===== src/sv/pbsc_pkg.sv =====
package pbsc_pkg;

	localparam int MAX_ROWS = 8;
	localparam int MAX_COLS = 8;
	localparam int ROW_W    = $clog2(MAX_ROWS);
	localparam int COL_W    = $clog2(MAX_COLS);
	localparam int IDX_W    = 3;
	localparam int SIZE_W   = 4;
	localparam int BYTE_W   = 8;
	localparam int CMD_W    = 3;

	localparam logic [CMD_W-1:0] CMD_LOAD_CELL    = 3'd0;
	localparam logic [CMD_W-1:0] CMD_LOAD_ROW_KEY = 3'd1;
	localparam logic [CMD_W-1:0] CMD_LOAD_COL_KEY = 3'd2;
	localparam logic [CMD_W-1:0] CMD_ENCRYPT      = 3'd3;
	localparam logic [CMD_W-1:0] CMD_DECRYPT      = 3'd4;

	localparam logic REG_GRID_ROWS = 1'b0;
	localparam logic REG_GRID_COLS = 1'b1;

	typedef enum logic [1:0] {
		ERR_OK          = 2'd0,
		ERR_NOT_IN_GRID = 2'd1,
		ERR_NOT_IN_KEY  = 2'd2,
		ERR_ODD_LENGTH  = 2'd3
	} err_t;

	// item broadcast to every row cell at transaction time
	typedef struct packed {
		logic              acc;
		logic [CMD_W-1:0]  cmd;
		logic [IDX_W-1:0]  ri;
		logic [IDX_W-1:0]  ci;
		logic [BYTE_W-1:0] data;
		logic [COL_W-1:0]  col_sel;
	} bcast_t;

	// passed from cell to cell, first hit wins
	typedef struct packed {
		logic              found;
		logic [BYTE_W-1:0] rkey;
		logic [COL_W-1:0]  col;
		logic              kfound;
		logic [ROW_W-1:0]  krow;
		logic [BYTE_W-1:0] gbyte;
	} chain_t;

	typedef struct packed {
		logic [BYTE_W-1:0] data;
		err_t              err;
		logic              last;
	} result_t;

endpackage


===== src/sv/pbsc_cell.sv =====
module pbsc_cell
	import pbsc_pkg::*;
(
	input  logic              clk,
	input  logic              arst_n,
	input  logic [ROW_W-1:0]  row_id,
	input  logic [SIZE_W-1:0] grid_rows,
	input  logic [SIZE_W-1:0] grid_cols,
	input  logic [ROW_W-1:0]  pend_row,
	input  bcast_t            bc,
	input  chain_t            chain_in,
	output chain_t            chain_out
);

	logic [BYTE_W-1:0] row_q [MAX_COLS];
	logic [BYTE_W-1:0] rkey_q;

	logic              hit_d;
	logic [COL_W-1:0]  hcol_d;
	logic              hit_s1;
	logic [COL_W-1:0]  hcol_s1;
	logic              kmatch_s1;
	logic [BYTE_W-1:0] gbyte_s1;
	logic              in_use;

	always_ff @(posedge clk or negedge arst_n) begin
		if (!arst_n) begin
			for (int c = 0; c < MAX_COLS; c++) row_q[c] <= '0;
			rkey_q <= '0;
		end else if (bc.acc && int'(bc.ri) == int'(row_id)) begin
			if (bc.cmd == CMD_LOAD_CELL && int'(bc.ci) < MAX_COLS)
				row_q[bc.ci[COL_W-1:0]] <= bc.data;
			if (bc.cmd == CMD_LOAD_ROW_KEY)
				rkey_q <= bc.data;
		end
	end

	// first matching column in this row
	always_comb begin
		hit_d  = 1'b0;
		hcol_d = '0;
		for (int c = MAX_COLS - 1; c >= 0; c--) begin
			if (c < int'(grid_cols) && row_q[c] == bc.data) begin
				hit_d  = 1'b1;
				hcol_d = COL_W'(c);
			end
		end
	end

	always_ff @(posedge clk) begin
		if (bc.acc) begin
			hit_s1    <= hit_d;
			hcol_s1   <= hcol_d;
			kmatch_s1 <= (rkey_q == bc.data);
			gbyte_s1  <= row_q[bc.col_sel];
		end
	end

	assign in_use = int'(row_id) < int'(grid_rows);

	always_comb begin
		chain_out = chain_in;
		if (!chain_in.found && in_use && hit_s1) begin
			chain_out.found = 1'b1;
			chain_out.rkey  = rkey_q;
			chain_out.col   = hcol_s1;
		end
		if (!chain_in.kfound && in_use && kmatch_s1) begin
			chain_out.kfound = 1'b1;
			chain_out.krow   = row_id;
		end
		if (row_id == pend_row)
			chain_out.gbyte = gbyte_s1;
	end

endmodule


===== src/sv/polybius_square_cipher.sv =====
// a transaction is registered in stage s1; its results move into the output buffer once it has room
// an encrypt gives two results, and they leave one at a time
// through the single output port; a new item is taken while results wait
// the grid search runs through a chain of row cells, one cell per row of the largest grid
// reset: grid, keys and decrypt pairing clear to zero, grid size returns to 5x5
module polybius_square_cipher
	import pbsc_pkg::*;
(
	input  logic        clk,
	input  logic        arst_n,
	input  logic        s_tvalid,
	output logic        s_tready,
	input  logic [15:0] s_tdata,  // row_index, col_index, data_byte, zero pad
	input  logic [2:0]  s_tuser,  // command
	input  logic        s_tlast,
	output logic        m_tvalid,
	input  logic        m_tready,
	output logic [7:0]  m_tdata,  // out_byte
	output logic [1:0]  m_tuser,  // error_code
	output logic        m_tlast,
	input  logic        cfg_valid,
	output logic        cfg_ready,
	input  logic        cfg_index,
	input  logic [3:0]  cfg_data
);

	function automatic logic [SIZE_W-1:0] clamp_size(input logic [SIZE_W-1:0] v,
		input int max_v);
		logic [SIZE_W-1:0] r;
		if (v == '0) r = SIZE_W'(1);
		else if (int'(v) > max_v) r = SIZE_W'(max_v);
		else r = v;
		return r;
	endfunction

	logic [SIZE_W-1:0] grid_rows_q;
	logic [SIZE_W-1:0] grid_cols_q;
	logic [BYTE_W-1:0] ckey_q [MAX_COLS];

	logic              in_acc;
	logic              out_acc;
	logic              advance;
	bcast_t            bc;
	logic [COL_W-1:0]  c_d;
	logic              cfound_d;

	logic              s1_valid_q;
	logic [CMD_W-1:0]  cmd_s1;
	logic              end_s1;
	logic              cfound_s1;

	logic              pair_q;
	logic              pbad_q;
	logic [ROW_W-1:0]  prow_q;

	chain_t            chain [MAX_ROWS+1];

	result_t           res0;
	result_t           res1;
	logic [1:0]        res_n;
	logic              pair_d;
	logic              pbad_d;
	logic [ROW_W-1:0]  prow_d;
	logic              bad2;

	result_t           ob0_q;
	result_t           ob1_q;
	logic [1:0]        ob_cnt_q;

	assign cfg_ready = 1'b1;
	assign s_tready  = !s1_valid_q;
	assign in_acc    = s_tvalid && s_tready;
	assign out_acc   = m_tvalid && m_tready;
	assign advance   = s1_valid_q && (ob_cnt_q == 2'd0 || (ob_cnt_q == 2'd1 && out_acc));

	always_ff @(posedge clk or negedge arst_n) begin
		if (!arst_n) begin
			grid_rows_q <= clamp_size(SIZE_W'(5), MAX_ROWS);
			grid_cols_q <= clamp_size(SIZE_W'(5), MAX_COLS);
		end else if (cfg_valid && cfg_ready) begin
			unique case (cfg_index)
				REG_GRID_ROWS: grid_rows_q <= clamp_size(cfg_data, MAX_ROWS);
				REG_GRID_COLS: grid_cols_q <= clamp_size(cfg_data, MAX_COLS);
				default: ;
			endcase
		end
	end

	always_ff @(posedge clk or negedge arst_n) begin
		if (!arst_n) begin
			for (int c = 0; c < MAX_COLS; c++) ckey_q[c] <= '0;
		end else if (in_acc && s_tuser == CMD_LOAD_COL_KEY && int'(s_tdata[2:0]) < MAX_COLS) begin
			ckey_q[s_tdata[COL_W-1:0]] <= s_tdata[13:6];
		end
	end

	// column key lookup for the second decrypt byte
	always_comb begin
		cfound_d = 1'b0;
		c_d      = '0;
		for (int c = MAX_COLS - 1; c >= 0; c--) begin
			if (c < int'(grid_cols_q) && ckey_q[c] == s_tdata[13:6]) begin
				cfound_d = 1'b1;
				c_d      = COL_W'(c);
			end
		end
	end

	always_comb begin
		bc.acc     = in_acc;
		bc.cmd     = s_tuser;
		bc.ri      = s_tdata[2:0];
		bc.ci      = s_tdata[5:3];
		bc.data    = s_tdata[13:6];
		bc.col_sel = c_d;
	end

	always_ff @(posedge clk or negedge arst_n) begin
		if (!arst_n) begin
			s1_valid_q <= 1'b0;
		end else if (in_acc) begin
			s1_valid_q <= 1'b1;
		end else if (advance) begin
			s1_valid_q <= 1'b0;
		end
	end

	always_ff @(posedge clk) begin
		if (in_acc) begin
			cmd_s1    <= s_tuser;
			end_s1    <= s_tlast;
			cfound_s1 <= cfound_d;
		end
	end

	assign chain[0] = '0;

	for (genvar r = 0; r < MAX_ROWS; r++) begin : g_row
		pbsc_cell u_cell (
			.clk       (clk),
			.arst_n    (arst_n),
			.row_id    (ROW_W'(r)),
			.grid_rows (grid_rows_q),
			.grid_cols (grid_cols_q),
			.pend_row  (prow_q),
			.bc        (bc),
			.chain_in  (chain[r]),
			.chain_out (chain[r+1])
		);
	end

	assign bad2 = pbad_q || !cfound_s1;

	always_comb begin
		res0   = '{data: '0, err: ERR_OK, last: 1'b1};
		res1   = '{data: '0, err: ERR_OK, last: 1'b1};
		res_n  = 2'd0;
		pair_d = pair_q;
		pbad_d = pbad_q;
		prow_d = prow_q;
		unique case (cmd_s1)
			CMD_ENCRYPT: begin
				if (chain[MAX_ROWS].found) begin
					res0  = '{data: chain[MAX_ROWS].rkey, err: ERR_OK, last: 1'b0};
					res1  = '{data: ckey_q[chain[MAX_ROWS].col], err: ERR_OK, last: 1'b1};
					res_n = 2'd2;
				end else begin
					res0  = '{data: '0, err: ERR_NOT_IN_GRID, last: 1'b1};
					res_n = 2'd1;
				end
			end
			CMD_DECRYPT: begin
				if (!pair_q) begin
					if (end_s1) begin
						res0   = '{data: '0, err: ERR_ODD_LENGTH, last: 1'b1};
						res_n  = 2'd1;
						pair_d = 1'b0;
						pbad_d = 1'b0;
						prow_d = '0;
					end else begin
						pair_d = 1'b1;
						pbad_d = !chain[MAX_ROWS].kfound;
						prow_d = chain[MAX_ROWS].kfound ? chain[MAX_ROWS].krow : '0;
					end
				end else begin
					if (bad2) res0 = '{data: '0, err: ERR_NOT_IN_KEY, last: 1'b1};
					else res0 = '{data: chain[MAX_ROWS].gbyte, err: ERR_OK, last: 1'b1};
					res_n  = 2'd1;
					pair_d = 1'b0;
					pbad_d = 1'b0;
					prow_d = '0;
				end
			end
			default: ;
		endcase
	end

	always_ff @(posedge clk or negedge arst_n) begin
		if (!arst_n) begin
			pair_q <= 1'b0;
			pbad_q <= 1'b0;
			prow_q <= '0;
		end else if (advance) begin
			pair_q <= pair_d;
			pbad_q <= pbad_d;
			prow_q <= prow_d;
		end
	end

	always_ff @(posedge clk or negedge arst_n) begin
		if (!arst_n) begin
			ob_cnt_q <= 2'd0;
		end else if (advance) begin
			ob_cnt_q <= res_n;
		end else if (out_acc) begin
			ob_cnt_q <= ob_cnt_q - 2'd1;
		end
	end

	always_ff @(posedge clk) begin
		if (advance) begin
			ob0_q <= res0;
			ob1_q <= res1;
		end else if (out_acc) begin
			ob0_q <= ob1_q;
		end
	end

	assign m_tvalid = ob_cnt_q != 2'd0;
	assign m_tdata  = ob0_q.data;
	assign m_tuser  = ob0_q.err;
	assign m_tlast  = ob0_q.last;

endmodule


===== config.mk =====
export PLATFORM = sky130hd
export DESIGN_NAME = polybius_square_cipher
export DESIGN_NICKNAME = d
export VERILOG_FILES = /design/src/sv/pbsc_pkg.sv /design/src/sv/pbsc_cell.sv /design/src/sv/polybius_square_cipher.sv
export SDC_FILE = /design/constraint.sdc
export NUM_CORES = 2
export LEC_CHECK = 0
export BUFFER_PORTS_ARGS = -buffer_cell sky130_fd_sc_hd__buf_2
export CORE_MARGIN = 2
export CORE_UTILIZATION = 40
export CTS_BUF_LIST = sky130_fd_sc_hd__clkbuf_4
export CTS_CLUSTER_SIZE = 30
export DETAILED_ROUTE_END_ITERATION = 8
export GPL_TIMING_DRIVEN = 0
export PLACE_DENSITY = 0.54
export SETUP_SLACK_MARGIN = 0.02
export SLEW_MARGIN = 0
export SYNTH_ARGS = -nofsm -noshare
export SYNTH_HDL_FRONTEND = slang
export SYNTH_SLANG_ARGS = --single-unit

===== constraint.sdc =====
create_clock -name clk -period 10.5 [get_ports clk]
set_input_delay 0.525 -clock clk [delete_from_list [all_inputs] [get_ports clk]]
set_output_delay 0.525 -clock clk [all_outputs]
set_load 0.005 [all_outputs]

==> results.toml <==
[floorplan]
initial_core_util = 0.403
die_w_um = 332
row_count = 120
chipHeight_um = 332
io_pins = 44
core_area_mm2 = 0.107
dieArea_mm2 = 0.110

[timing]
hold_viol_final = 0
period_share = 0.594
worst_pin_slew_ns = 1.66
fmax_mhz = 160
maxSlewViolCount = 177
final-setup-viol-count = 0
clock_skew_ns = 0.0988
rsz0062_at_grt = "false"
slew_headroom = -0.104
period_needed_ns = 6.23

[layout]
nNetsFinal = 3981
stdcell_count = 5565
syn_to_final_growth_pct = 13.2
drive_above_1_share = 0.310
finish.utilization = 0.456

[clock_network]
cts-root-buf = "clkbuf_4"
clk_path_buf_depth = 3
cts_resized = 0
cts.sinks = 784
hold_buffers = 20
cts.clk_slew.worst_paths_ns = 0.07
htree_levels = 4
cts_tree = "done"
cts_inserted_buffers = 219
postCtsSetupRepairBufs = 0
clock_latency_ns = 1.22

[power_and_ir_drop]
p_sw_uw = 2770
pwr-share-seq = 0.437
combPwrFrac = 0.203
pwr-share-clk = 0.360
p_leak_uw = 0.0209
internal_power_uw = 5450
switching_share = 0.337
power_density_mw_per_mm2 = 169
ir_worst_vdd_mv = 0.0955

[detailed_routing]
drc = 0
drtIter0Drc = 4557
firstDrtPassIters = 6
routedWlPerCell_um = 37.9
vias_per_cell = 6.26
finalWirelength_um = 211000
detailroute.via_count = 34800
ant_nets = 0

[placement]
placedCellCount = 5111
io_buffers = 30
post-dp-hpwl_um = 148000
gp_congestion = 1.02

[logic_synthesis]
synth.avg_cell_area_um2 = 11.8
ys_warn_count = 0
async_reset_ff_frac = 0.837
synth_edf_count = 128
ys_ff_latch = 784
yosysUniqueCellTypes = 77
seq_area_frac_synth = 0.470
synthFlopType = "dfrtp_1"
synth_area_mm2 = 0.0431
synth_fp_nets = 3684
syn_inst = 3652

[grt]
grt_max_degree = 114
grtUsageTotal = 0.376
grt_pass1_wl_um = 283000
overflow = 0
grt_pass1_vias = 33700
antenna_found_initial = 30

[min_path]
hold_path.startpoint = "s_tlast"
hold_path_class = "in2reg"
min_path_cells = 2
min_to = "end_s1"

[worst_setup_path]
worstReg2RegEnd = "g_row[5].u_cell.gbyte_s1[6]"
crit-reg2reg-launch = "grid_cols_q[3]"
cp_slowest_cell = "clkbuf_1"
path_class = "reg2reg"
crit_required_ns = 11.40
max_stage_delay_ns = 1.19
crit_chain = "buf_2 -> a211o_1 -> clkbuf_2 -> nand2_1 -> nand4_1 -> clkbuf_1 -> o22ai_1 -> a21o_1 -> a211oi_1"
arrival_ns = 7.14
start_kind = "flip-flop"
cp_max_fo = 10
rrSetupSlack_ns = 4.27
cp-end-kind = "flip-flop"
ff2ff_path_depth = 9

[run_status]
violations = "capacitance limit, slew limit"
outcome = "finished with violations"

[job]
maxCapViolations = 18
kinds of logic after synthesis:
logic type	count (synthesis)	share of synthesized area
adder cells (fa/ha/maj)	2	0.000580
flip-flops	784	0.470
AND/OR/NAND/NOR	664	0.0793
buffers and inverters	270	0.0278
AO/OA/AOI/OAI	460	0.0806
multiplexers	830	0.212
other	1	0.0000869
XOR/XNOR	641	0.130
power by group through the flow:
stage	logic (uW)	registers, uW	clock network [uW]
6_report	1670	3600	2960
3_3_place_gp	1540	3670	0
4_1_cts	1610	3590	2980
2_1_floorplan	902	3580	0
3_5_place_dp	1600	3640	0
5_1_grt	1720	3620	3140
how the worst max path moves through the flow:
stage                         from                     endpoint
floorplan                 s_tvalid     g_row[1].u_cell.row_q[0]
global placement            arst_n    g_row[2].u_cell.row_q[26]
detailed placement      s_tdata[7]  g_row[5].u_cell.gbyte_s1[6]
CTS                 grid_cols_q[3]  g_row[5].u_cell.gbyte_s1[6]
global route        grid_cols_q[3]  g_row[4].u_cell.gbyte_s1[5]
finish              grid_cols_q[3]  g_row[5].u_cell.gbyte_s1[6]
sequential cells by signal (all words and copies together), names as in the netlist:
register and cells:
cfound_s1 1, ckey_q 64, cmd_s1 3, end_s1 1, g_row.u_cell.gbyte_s1 64, g_row.u_cell.hcol_s1 24
g_row.u_cell.hit_s1 8, g_row.u_cell.kmatch_s1 8, g_row.u_cell.rkey_q 64, g_row.u_cell.row_q 512, grid_cols_q 4, grid_rows_q 4
m_tdata 8, m_tlast 1, m_tuser 2, ob1_q 8, ob_cnt_q 2, pair_q 1
pbad_q 1, prow_q 3, s1_valid_q 1
stage by stage:
| step | setup TNS [ns] | instance area (um^2) | power [uW] | setup slack (ns) | hold WS, ns |
|---|---|---|---|---|---|
| after floorplan | 0 | 43100 | 4480 | 2.85 | 0.229 |
| after global placement | -4583.05 | 45000 | 5210 | -6.07 | 0.472 |
| after detailed placement | 0 | 45600 | 5240 | 4.87 | 0.415 |
| after CTS | 0 | 48800 | 8180 | 4.84 | 0.0176 |
| after global routing | 0 | 48800 | 8470 | 4.60 | 0.0674 |
| final | 0 | 48800 | 8230 | 4.27 | 0.0743 |
critical path, delay by kind of cell, from the launching register on:
family	cells	cell delay, ns
buf+inv	3	2.43
compound gates	4	1.35
flops	1	0.33
simple gates	2	1.80
final cells by class:
cell class,count,area (um^2)
multi-input cells,2598,21800
diodes,24,60.1
flip-flops and latches,784,20300
fillers,10200,58200
inverters,20,75.1
plain buffers,250,1160
clock buffers,345,2590
well taps,1403,1760
clock inverters,65,312
repair buffers,76,853
cells in the mapped netlist, types with 4 or more instances:
| master | instances | share of area |
|---|---|---|
| a221o_1 | 8 | 0.0019 |
| a22oi_1 | 24 | 0.0042 |
| xor2_1 | 193 | 0.039 |
| dfrtp_1 | 652 | 0.38 |
| mux2i_1 | 176 | 0.041 |
| a31oi_1 | 10 | 0.0015 |
| nand3b_1 | 9 | 0.0016 |
| nor4_1 | 54 | 0.0078 |
| nand2b_1 | 19 | 0.0028 |
| a31o_2 | 4 | 0.00081 |
| or2_2 | 13 | 0.0019 |
| o221ai_1 | 5 | 0.0010 |
| inv_1 | 19 | 0.0017 |
| edfxtp_1 | 128 | 0.089 |
| a211oi_1 | 43 | 0.0075 |
| buf_4 | 13 | 0.0023 |
| o21ai_1 | 10 | 0.0012 |
| a21o_1 | 23 | 0.0040 |
| buf_1 | 37 | 0.0032 |
| o21a_1 | 10 | 0.0017 |
| nor3_1 | 54 | 0.0063 |
| nand3_1 | 41 | 0.0048 |
| or3_1 | 8 | 0.0012 |
| buf_2 | 61 | 0.0071 |
| o22ai_1 | 63 | 0.0091 |
| xnor2_1 | 448 | 0.091 |
| o2bb2ai_1 | 4 | 0.00081 |
| nand4_1 | 110 | 0.016 |
| mux2_2 | 654 | 0.17 |
| nor2_1 | 126 | 0.011 |
| clkbuf_1 | 131 | 0.011 |
| o21ai_0 | 59 | 0.0068 |
| nor3b_1 | 7 | 0.0012 |
| a221oi_2 | 18 | 0.0063 |
| dfstp_2 | 4 | 0.0024 |
| a221oi_1 | 30 | 0.0061 |
| buf_6 | 8 | 0.0021 |
| nor2b_1 | 28 | 0.0041 |
| o221ai_2 | 30 | 0.010 |
| a21oi_1 | 87 | 0.010 |
| o2111a_1 | 8 | 0.0021 |
| nand2_1 | 158 | 0.014 |
| and2_1 | 14 | 0.0020 |
cells in the final DEF, fill, tap and decap left out, types with 14 or more instances in the layout:
cell / n
mux2_2: 654
dfrtp_1: 652
xnor2_1: 448
clkbuf_4: 345
xor2_1: 193
mux2i_1: 176
nand2_1: 158
edfxtp_1: 128
nor2_1: 121
clkbuf_1: 118
nand4_1: 110
buf_2: 109
a21oi_1: 86
o22ai_1: 63
o21ai_0: 59
nor4_1: 52
nor3_1: 51
clkinv_1: 50
a211oi_1: 43
nand3_1: 41
o221ai_2: 30
a221oi_1: 30
nor2b_1: 27
diode_2: 24
a22oi_1: 24
a21o_1: 23
inv_1: 19
nand2b_1: 19
buf_1: 19
dlygate4sd3_1: 19
a221oi_2: 18
buf_4: 14
and2_1: 14
layer usage:
metal / track usage / part of all wire / vias to the layer above
met5: 0 / 0.00046 / -
met4: 0.272 / 0.082 / 12
met3: 0.112 / 0.11 / 665
met2: 0.546 / 0.42 / 2405
met1: 0.476 / 0.38 / 17800
li1: - / - / 14000
No activity file was read; power rests on OpenSTA's default activity.
